[config.mk]
export PLATFORM = sky130hd
export DESIGN_NAME = tms_ctrl
export DESIGN_NICKNAME = d
export VERILOG_FILES = /design/src/sv/tms_pkg.sv /design/src/sv/tms_ctrl.sv
export VERILOG_INCLUDE_DIRS = /design/src /design/src/sv
export SDC_FILE = /design/constraint.sdc
export NUM_CORES = 1
export LEC_CHECK = 0
export ABC_CLOCK_PERIOD_IN_PS = 1700
export BUFFER_PORTS_ARGS = -buffer_cell sky130_fd_sc_hd__buf_2
export CORE_UTILIZATION = 34
export CTS_BUF_LIST = sky130_fd_sc_hd__clkbuf_16
export DETAILED_ROUTE_END_ITERATION = 8
export PLACE_DENSITY = 0.73
export SLEW_MARGIN = 20
export SYNTH_ARGS = -nofsm -noshare
export SYNTH_HDL_FRONTEND = slang
export SYNTH_SLANG_ARGS = --single-unit
export TNS_END_PERCENT = 5
[constraint.sdc]
create_clock -name clk -period 1.7 [get_ports clk]
set_clock_uncertainty 0.1 [all_clocks]
set_input_delay 0.255 -clock clk [delete_from_list [all_inputs] [get_ports clk]]
set_output_delay 0.255 -clock clk [all_outputs]
set_load 0.03 [all_outputs]
[src/sv/totient_mobius_sieve_unit_macros.svh]
// ----------------------------------------------------------------------------
// Assertion macros for the totient / Mobius sieve unit
// Shared concurrent assertion forms, clocked on clk and disabled in reset.
// ----------------------------------------------------------------------------
`ifndef TOTIENT_MOBIUS_SIEVE_UNIT_MACROS_SVH
`define TOTIENT_MOBIUS_SIEVE_UNIT_MACROS_SVH

// Same-cycle implication.
`define TMS_ASSERT_IMPL(lbl, ante, cons) \
  lbl: assert property (@(posedge clk) disable iff (rst) (ante) |-> (cons)) \
    else $error("tms assertion failed");

// Next-cycle implication.
`define TMS_ASSERT_NEXT(lbl, ante, cons) \
  lbl: assert property (@(posedge clk) disable iff (rst) (ante) |=> (cons)) \
    else $error("tms assertion failed");

`endif

[src/sv/tms_pkg.sv]
// ----------------------------------------------------------------------------
// tms_pkg
// Types and fixed constants of the totient / Mobius sieve unit.
// ----------------------------------------------------------------------------
package tms_pkg;

  localparam int IDX_W = 17;
  localparam int TOT_W = 16;

  localparam logic [IDX_W-1:0] LIMIT_RESET = 17'h10000;

  localparam logic OP_BUILD = 1'b0;
  localparam logic OP_QUERY = 1'b1;

  localparam logic [1:0] ST_OK    = 2'd0;
  localparam logic [1:0] ST_BUILT = 2'd1;
  localparam logic [1:0] ST_ERR   = 2'd2;

  localparam logic [1:0] MU_ZERO = 2'b00;
  localparam logic [1:0] MU_POS  = 2'b01;
  localparam logic [1:0] MU_NEG  = 2'b11;

  typedef enum logic [3:0] {
    S_IDLE,
    S_QRESP,
    S_BINIT,
    S_BCLR,
    S_BRDI,
    S_BCHKI,
    S_BRDP,
    S_BMUL,
    S_BMARK,
    S_BNEXTI,
    S_BDONE
  } state_t;

  typedef struct packed {
    logic accept;
    logic q_load;
    logic b_init;
    logic clr;
    logic rd_i;
    logic chk_i;
    logic mul;
    logic mark;
    logic next_i;
    logic b_done;
  } cmd_t;

  typedef struct packed {
    logic top_ge2;
    logic clr_last;
    logic i_last;
    logic j_lt_cnt;
    logic prod_gt_top;
    logic p_is_lp;
  } stat_t;

endpackage

[src/sv/tms_ctrl.sv]
// ----------------------------------------------------------------------------
// tms_ctrl
// Sequencer for queries and sieve builds; owns the response valid flag.
// ----------------------------------------------------------------------------
`include "totient_mobius_sieve_unit_macros.svh"

module tms_ctrl (
  input  logic            clk,
  input  logic            rst,
  input  logic            req_valid,
  input  logic            req_opcode,
  output logic            req_ready,
  output logic            rsp_valid,
  input  logic            rsp_ready,
  input  tms_pkg::stat_t  stat,
  output tms_pkg::cmd_t   cmd
);

  tms_pkg::state_t state;
  tms_pkg::state_t state_next;
  logic            acc;

  assign req_ready = (state == tms_pkg::S_IDLE) && (!rsp_valid || rsp_ready);
  assign acc       = req_valid && req_ready;

  always_ff @(posedge clk) begin
    if (rst) begin
      state     <= tms_pkg::S_IDLE;
      rsp_valid <= 1'b0;
    end else begin
      state <= state_next;
      if (cmd.q_load || cmd.b_done) begin
        rsp_valid <= 1'b1;
      end else if (rsp_ready) begin
        rsp_valid <= 1'b0;
      end
    end
  end

  always_comb begin
    state_next = state;
    unique case (state)
      tms_pkg::S_IDLE: begin
        if (acc) begin
          state_next = (req_opcode == tms_pkg::OP_QUERY) ? tms_pkg::S_QRESP
                                                         : tms_pkg::S_BINIT;
        end
      end
      tms_pkg::S_QRESP:  state_next = tms_pkg::S_IDLE;
      tms_pkg::S_BINIT:  state_next = stat.top_ge2 ? tms_pkg::S_BCLR : tms_pkg::S_BDONE;
      tms_pkg::S_BCLR:   state_next = stat.clr_last ? tms_pkg::S_BRDI : tms_pkg::S_BCLR;
      tms_pkg::S_BRDI:   state_next = tms_pkg::S_BCHKI;
      tms_pkg::S_BCHKI:  state_next = tms_pkg::S_BRDP;
      tms_pkg::S_BRDP:   state_next = stat.j_lt_cnt ? tms_pkg::S_BMUL : tms_pkg::S_BNEXTI;
      tms_pkg::S_BMUL:   state_next = tms_pkg::S_BMARK;
      tms_pkg::S_BMARK: begin
        if (stat.prod_gt_top || stat.p_is_lp) begin
          state_next = tms_pkg::S_BNEXTI;
        end else begin
          state_next = tms_pkg::S_BRDP;
        end
      end
      tms_pkg::S_BNEXTI: state_next = stat.i_last ? tms_pkg::S_BDONE : tms_pkg::S_BRDI;
      tms_pkg::S_BDONE:  state_next = tms_pkg::S_IDLE;
      default:           state_next = tms_pkg::S_IDLE;
    endcase
  end

  always_comb begin
    cmd = '0;
    unique case (state)
      tms_pkg::S_IDLE:   cmd.accept = acc;
      tms_pkg::S_QRESP:  cmd.q_load = 1'b1;
      tms_pkg::S_BINIT:  cmd.b_init = 1'b1;
      tms_pkg::S_BCLR:   cmd.clr    = 1'b1;
      tms_pkg::S_BRDI:   cmd.rd_i   = 1'b1;
      tms_pkg::S_BCHKI:  cmd.chk_i  = 1'b1;
      tms_pkg::S_BRDP:   cmd        = '0;
      tms_pkg::S_BMUL:   cmd.mul    = 1'b1;
      tms_pkg::S_BMARK:  cmd.mark   = 1'b1;
      tms_pkg::S_BNEXTI: cmd.next_i = !stat.i_last;
      tms_pkg::S_BDONE:  cmd.b_done = 1'b1;
      default:           cmd        = '0;
    endcase
  end

  `TMS_ASSERT_IMPL(a_ready_only_idle, req_ready, (state == tms_pkg::S_IDLE))
  `TMS_ASSERT_IMPL(a_ready_has_room, req_ready, (!rsp_valid || rsp_ready))
  `TMS_ASSERT_NEXT(a_query_answers, (state == tms_pkg::S_QRESP), rsp_valid)
  `TMS_ASSERT_IMPL(a_done_slot_free, (state == tms_pkg::S_BDONE), !rsp_valid)

endmodule

* Yosys cells after proc, flatten, opt, wreduce, memory -nomap -nowiden
Index checks and enable logic that the tools add are counted.
Widths: inputs -> output; s select.
** Word-level totals
- Bits in registers :: 5
- Input bits :: 11
- Output and inout port bits :: 12
- Logic and storage cells :: 42
** Cells by class
- Equal/unequal tests :: 11
- Muxes and demuxes :: 20
- Reduce and logical (&&, ||, !) cells :: 9
** Operators by type and width (count)
- $pmux 4 s9 :: 1
- $mux 4 :: 5
- $eq 4x3->1 const B :: 4
- $eq 4x4->1 const B :: 3
- $mux 1 :: 12
- $eq 4x2->1 const B :: 2
- $eq 4x1->1 const B :: 1
- $logic_not 4->1 :: 1
- $logic_or 1x1->1 :: 3
- $mux 3 :: 1
- $logic_and 1x1->1 :: 2
- $logic_not 1->1 :: 2
- $mux 2 :: 1
- $ne 2x2->1 const B :: 1
- $reduce_bool 2->1 :: 1

* Depth between registers and ports, before layout
Gate-level depths: netlist of the first run.
- Word-level depth :: 6
- Gate-level depth with buffers :: 5
- Mapped depth without buffers :: 4

* Worst setup path after synthesis of the first run
OpenSTA, ideal clock, no wires.
- Path kind :: register -> output
- Start :: register state[1]
- End :: output cmd[1] in the netlist's numbering
- Arrival time :: 1.347 ns
- Data required time :: 1.345 ns
- Path slack :: -0.002 ns
- Stages on the path, launching flop included :: 4
- Path buffers :: 1
- Cells stage by stage :: dfxtp_1 -> buf_4 -> nand2b_1 -> nor3_1
** RTL lines
- start: declaration :: line tms_ctrl.sv:19 : tms_pkg::state_t state;
- start signal: assignment :: line tms_ctrl.sv:28 : state <= tms_pkg::S_IDLE;
- start signal: assignment :: line tms_ctrl.sv:31 : state <= state_next;
- end: declaration :: line tms_ctrl.sv:16 : output tms_pkg::cmd_t cmd

==> results.md, run 1 <==
- Hold path start: rst
- Dominant cells by area after synthesis: dfxtp_1, nand2b_1, nor2_1, a21oi_1, nor3_1
- First-pass detailed-route iteration total: 4
- Reg2reg start: state[1]
- Part of the power in registers: 20.7%
- CTS tree: yes
- Post-Syn Area: 442 um2
- Hold worst-path end: rsp_valid
- First-pass GRT wire length: 1.99 mm
- Cells on worst reg2reg path: 4
- Final Hold Fails: 0
- Gpl congestion: 0.819
- Routed WL per cell: 12.4 um
- Setup repair bufs after CTS: 0
- Placed cells: 99
- Register area share after synthesis: 22.7%
- Worst-Margin Slew: 0.280 ns
- Antenna fix cells: 0
- Post-Layout Cell Count: 103
- Flops & latches, synth: 5
- Clock network latency to the later pin of the worst-skew pair: 0.23 ns
- P_int: 0.493 mW
- Synth area leader: dfxtp_1
- Detail Route Antenna Nets: 0
- Crit path kind: reg2out
- Min Clock Period, post-route: 1.65 ns
- Overall Power: 0.686 mW
- Drt first-iter violations: 15
- Most frequent cells in the layout: buf_2, nor2_1
- Slew headroom: 81.2%
- Avg Cell Area, Syn: 6.90 um2
- Clk buf depth: 2
- CTS Root Cell: clkbuf_16
- Fraction of layout cells with a size suffix above 1: 40.4%
- Fill count: 109
- Switching Share: 28.2%
- Comb pwr share: 23.5%
- Total wire length: 1.27 mm
- Crit-path max FO: 14
- Outcome: finished clean
- Worst hold path depth: 2
- DRC errors left: 0
- Critical Path AT: 1.29 ns
- Yosys cell types: 27
- Num CTS Buffers: 3
- H-tree depth: 1
- DP Area: 563 um2
- R2R Path End: state[1]
- Die Y: 38.0 um
- PortBufs: 22
- Final setup viols: 0
- Effective utilization at floorplan: 38.2%
- Dpl ws: 0.182 ns
- Util after Layout: 56.6%
- Mapped Cells: 64
- DR vias/cell: 5.32
- RSZ-0062 raised after global routing: yes
- Die Width: 38.0 um
- Post-synth top area share: 22.7%
- Core Area: 0.00116 mm2
- Commonest non-fill, non-tap cell in the layout: buf_2
- Global route overflow: 0
- Flop-to-flop setup slack: 0.22 ns
- GR Util All Layers: 21.4%
- Setup WS post-layout: 0.0531 ns
- Sw power: 0.193 mW
- Clk slew on worst S/H paths: 0.03 ns
- Io pins: 23
- Post-Syn Nets: 75
- Pwr dens: 1050 mW/mm2
- DR vias: 548
- Design area: 654 um2
- Number of synthesized flops with an enable pin: 0
- Largest net degree at the start of global routing: 15
- Initial antenna violation count: 0
- Asr flop ratio synth: 0%
- Hpwl dp: 876 um
- # clock sinks: 5
- P&R area growth vs syn: 48.2%
- Max Slew Vio Count: 0
- Tcrit/Tclk final: 96.9%
- Worst Hold Class: in2reg
- Max Fclk: 607 MHz
- Die area: 0.00145 mm2
- Setup crit start kind: flip-flop
- Vias in the first global route: 486
- Synth Flop Type: dfxtp_1
- Fin nets: 101
- Maximum vdd drop: 0.628 mV
- Setup crit end kind: output pin
- Yosys warnings: 0
- Rows: 12
- Clock power share: 55.9%
- Leak: 0.297 nW
- Critical path required time: 1.34 ns
- Max-Cap Viols: 0
layer usage:
layer / vias to the layer above / track usage, % / wire length, um
met5: - / 0 / 0
met2: 33 / 29.2 / 547
met4: 0 / 18.8 / 45
li1: 281 / - / -
met3: 4 / 8.72 / 99
met1: 230 / 25.1 / 581
stage by stage:
step	TNS [ns]	hold slack (ns)
detailed placement	0	0.338
finish	0	0.104
global placement	0	0.330
CTS	0	0.102
floorplan	0	0.224
global route	-0.0126	0.105
registers in the layout, summed over array words and instances, names as in the netlist:
name	cells
state	4
rsp_valid	1
worst max path at each step:
stage / start / end / slack [ns]
floorplan: state[1] / cmd[8] / 0.02
global placement: state[3] / cmd[2] / 0.18
detailed placement: state[3] / cmd[2] / 0.18
CTS: state[0] / cmd[8] / 0.04
global route: state[2] / cmd[4] / -0.01
finish: state[3] / cmd[2] / 0.05
repair_timing:
action,in CTS,in global routing
gates resized for setup,1,4
setup endpoints to repair,3,5
hold buffers,0,0
pin swaps,0,0
cell families after synthesis:
kind of cell / after synthesis / share of synthesized area (%)
compound gates: 19 / 26.9
buf+inv: 8 / 10.2
flops: 5 / 22.7
mux: 1 / 2.27
simple gates: 31 / 38.0
power groups by stage:
stage	logic [mW]	registers, mW	clock network (mW)
2_1_floorplan	0.119	0.136	0
3_3_place_gp	0.155	0.141	0
3_5_place_dp	0.156	0.141	0
4_1_cts	0.158	0.140	0.391
5_1_grt	0.175	0.143	0.398
6_report	0.161	0.142	0.383
layout make-up:
cell class	instances	area [um2]	share of cell area, %
sequential	5	103	15.7
multi-input combinational	51	312	47.6
clock buffer	3	75.1	11.5
tap	14	17.5	2.68
inverter	5	18.8	2.87
timing repair buffer	24	125	19.1
clock inverter	1	3.75	0.574
worst max-delay path: stages (launching register included):
cell      delay (ns)
dfxtp_2         0.46
nand2b_1        0.17
nor3_2          0.19
buf_2           0.23
synthesized netlist by cell type, types with 2 or more instances:
library cell,n
buf_4,2
a31oi_1,3
o21ai_0,4
nand2b_1,6
nor3_2,2
inv_1,4
a21oi_1,5
nor2_1,7
nor3_1,5
nand2_1,5
dfxtp_1,5
Power figures use the tool's default switching activity.
==> run 2, diff against run 1 <==
- GPL_TIMING_DRIVEN: unset -> 0
==> run 2 against run 1 <==
Compared with the run above: sequential power is 6% lower; cell count is 0.97% higher; total power is 0.33% lower; non-clock buffer count is 1 higher; global-route usage is 1.6 points lower; sequential share of layout area is 0.98 points lower; critical path type unchanged; largest power group unchanged.
==> results.md, run 2 (synthesized netlist as in run 1, its figures left out) <==
- Outcome: finished clean
- First-pass GRT wire length: 2.01 mm (+0.65%)
- Rows: 12 (unchanged)
- Crit-path max FO: 10 (-4)
- Pwr dens: 992 mW/mm2 (-5.4%)
- Setup tns final: 0 ns (unchanged)
- P&R area growth vs syn: 56.1%
- Vias in the first global route: 455 (-6.4%)
- Tcrit/Tclk final: 95.5% (-1.4 points)
- Comb pwr share: 26.1% (+2.6 points)
- Initial antenna violation count: 0 (unchanged)
- Max-Cap Viols: 0 (unchanged)
- Crit path kind: reg2out
- Routed WL per cell: 11.5 um (-6.6%)
- Setup crit end kind: output pin
- Die Y: 38.0 um (unchanged)
- Io pins: 23 (unchanged)
- Critical Path AT: 1.27 ns (-0.02 ns)
- Gpl congestion: 0.870 (+6.2%)
- # clock sinks: 5 (unchanged)
- Fraction of layout cells with a size suffix above 1: 43.3% (+2.9 points)
- RSZ-0062 raised after global routing: no
- Drt first-iter violations: 14 (-1)
- First-pass detailed-route iteration total: 4 (unchanged)
- Commonest non-fill, non-tap cell in the layout: buf_2
- Antenna fix cells: 0 (unchanged)
- Slew headroom: 80.8% (-0.46 points)
- Leak: 0.308 nW (+3.7%)
- DR vias: 562 (+2.6%)
- CTS Root Cell: clkbuf_16
- Fin nets: 102 (+0.99%)
- Total wire length: 1.20 mm (-5.7%)
- Clk buf depth: 2 (unchanged)
- DRC errors left: 0 (unchanged)
- Launch point of the worst path: state[3]
- Max Slew Vio Count: 0 (unchanged)
- Num CTS Buffers: 3 (unchanged)
- CTS tree: yes
- Worst Hold Class: in2reg
- DR vias/cell: 5.40 (+1.6%)
- Largest net degree at the start of global routing: 11 (-4)
- GR Util All Layers: 19.8% (-1.6 points)
- Clock power share: 54.5% (-1.4 points)
- Die Width: 38.0 um (unchanged)
- Part of the power in registers: 19.4% (-1.3 points)
- Switching Share: 27.1% (-1.0 points)
- P_int: 0.498 mW (+1.1%)
- Global route overflow: 0 (unchanged)
- Clock network latency to the later pin of the worst-skew pair: 0.22 ns (about the same)
- PortBufs: 22 (unchanged)
- Sw power: 0.185 mW (-4.0%)
- Worst-Margin Slew: 0.287 ns (+0.00682 ns)
- Max reg flops: 4 (unchanged)
- Fill count: 107 (-1.8%)
- Effective utilization at floorplan: 38.2% (unchanged)
- Reg2reg start: state[0]
- Setup crit start kind: flip-flop
- Final Hold Fails: 0 (unchanged)
- Die area: 0.00145 mm2 (unchanged)
- Util after Layout: 59.6% (+3.0 points)
- Hold path start: rst
- Max Fclk: 616 MHz (+1.5%)
- Final setup viols: 0 (unchanged)
- Largest Register: state
- Min Clock Period, post-route: 1.62 ns (-0.0241 ns)
- Setup repair bufs after CTS: 0 (unchanged)
- H-tree depth: 1 (unchanged)
- Core Area: 0.00116 mm2 (unchanged)
- Critical path required time: 1.34 ns (about the same)
- Regs by FF count: state x4, rsp_valid x1
- Maximum vdd drop: 0.968 mV (+54%)
- Detail Route Antenna Nets: 0 (unchanged)
- Clk slew on worst S/H paths: 0.03 ns (about the same)
- Hpwl dp: 896 um (+2.3%)
## run 2: path summary, 6_finish.rpt
check	to	slack [ns]	depth (start not counted)
min	rsp_valid	0.1	2
max	cmd[6]	0.08	5
max reg2reg	state[2]	0.24	5
min reg2reg	rsp_valid	0.44	2
## run 2: final cells by class
type                       instances  area, um2  share of cell area (%)
buffer                             3       26.3                    3.81
clock buffer                       3       75.1                    10.9
clock inverter                     1       3.75                   0.544
inverter                           5       18.8                    2.72
multi-input combinational         51        327                    47.4
sequential                         5        101                    14.7
tap                               14       17.5                    2.54
timing repair buffer              22        120                    17.4
## run 2: metrics by stage
step / hold slack (ns) / std cells / power (mW) / setup slack (ns) / cell area [um2]
finish: 0.0974 / 104 / 0.684 / 0.0772 / 689
global placement: 0.329 / 100 / 0.300 / 0.226 / 574
floorplan: 0.224 / 64 / 0.255 / 0.0235 / 447
detailed placement: 0.326 / 100 / 0.301 / 0.236 / 574
global route: 0.103 / 104 / 0.718 / 0.0129 / 689
CTS: 0.0937 / 104 / 0.682 / 0.0113 / 656
## run 2: timing repair
| item | CTS | global route |
|---|---|---|
| hold buffers | 0 | 0 |
| endpoints found under the setup margin | 1 | 6 |
| gates resized for setup | 1 | 12 |
## run 2: layer usage
metal  part of all wire [%]  vias to the layer above  global-route usage (%)  routed length (um)
met5                      0                        -                       0                   0
met4                      0                        0                       0                   0
met3                    6.7                        0                    8.72                  81
met2                     44                       26                    29.2                 524
met1                     50                      248                    27.9                 596
li1                       -                      288                       -                   -
## run 2: critical path: stages (launching register included)
cell and delay (ns):
dfxtp_1 0.34, buf_4 0.19, nor2_2 0.14, nand2_2 0.10
nor2_1 0.10, clkbuf_4 0.19
## run 2: power by group through the flow
stage          registers, mW  logic (mW)  clock network, mW
2_1_floorplan          0.136       0.119                  0
3_3_place_gp           0.133       0.168                  0
3_5_place_dp           0.133       0.169                  0
4_1_cts                0.131       0.171              0.380
5_1_grt                0.134       0.195              0.389
6_report               0.133       0.179              0.372
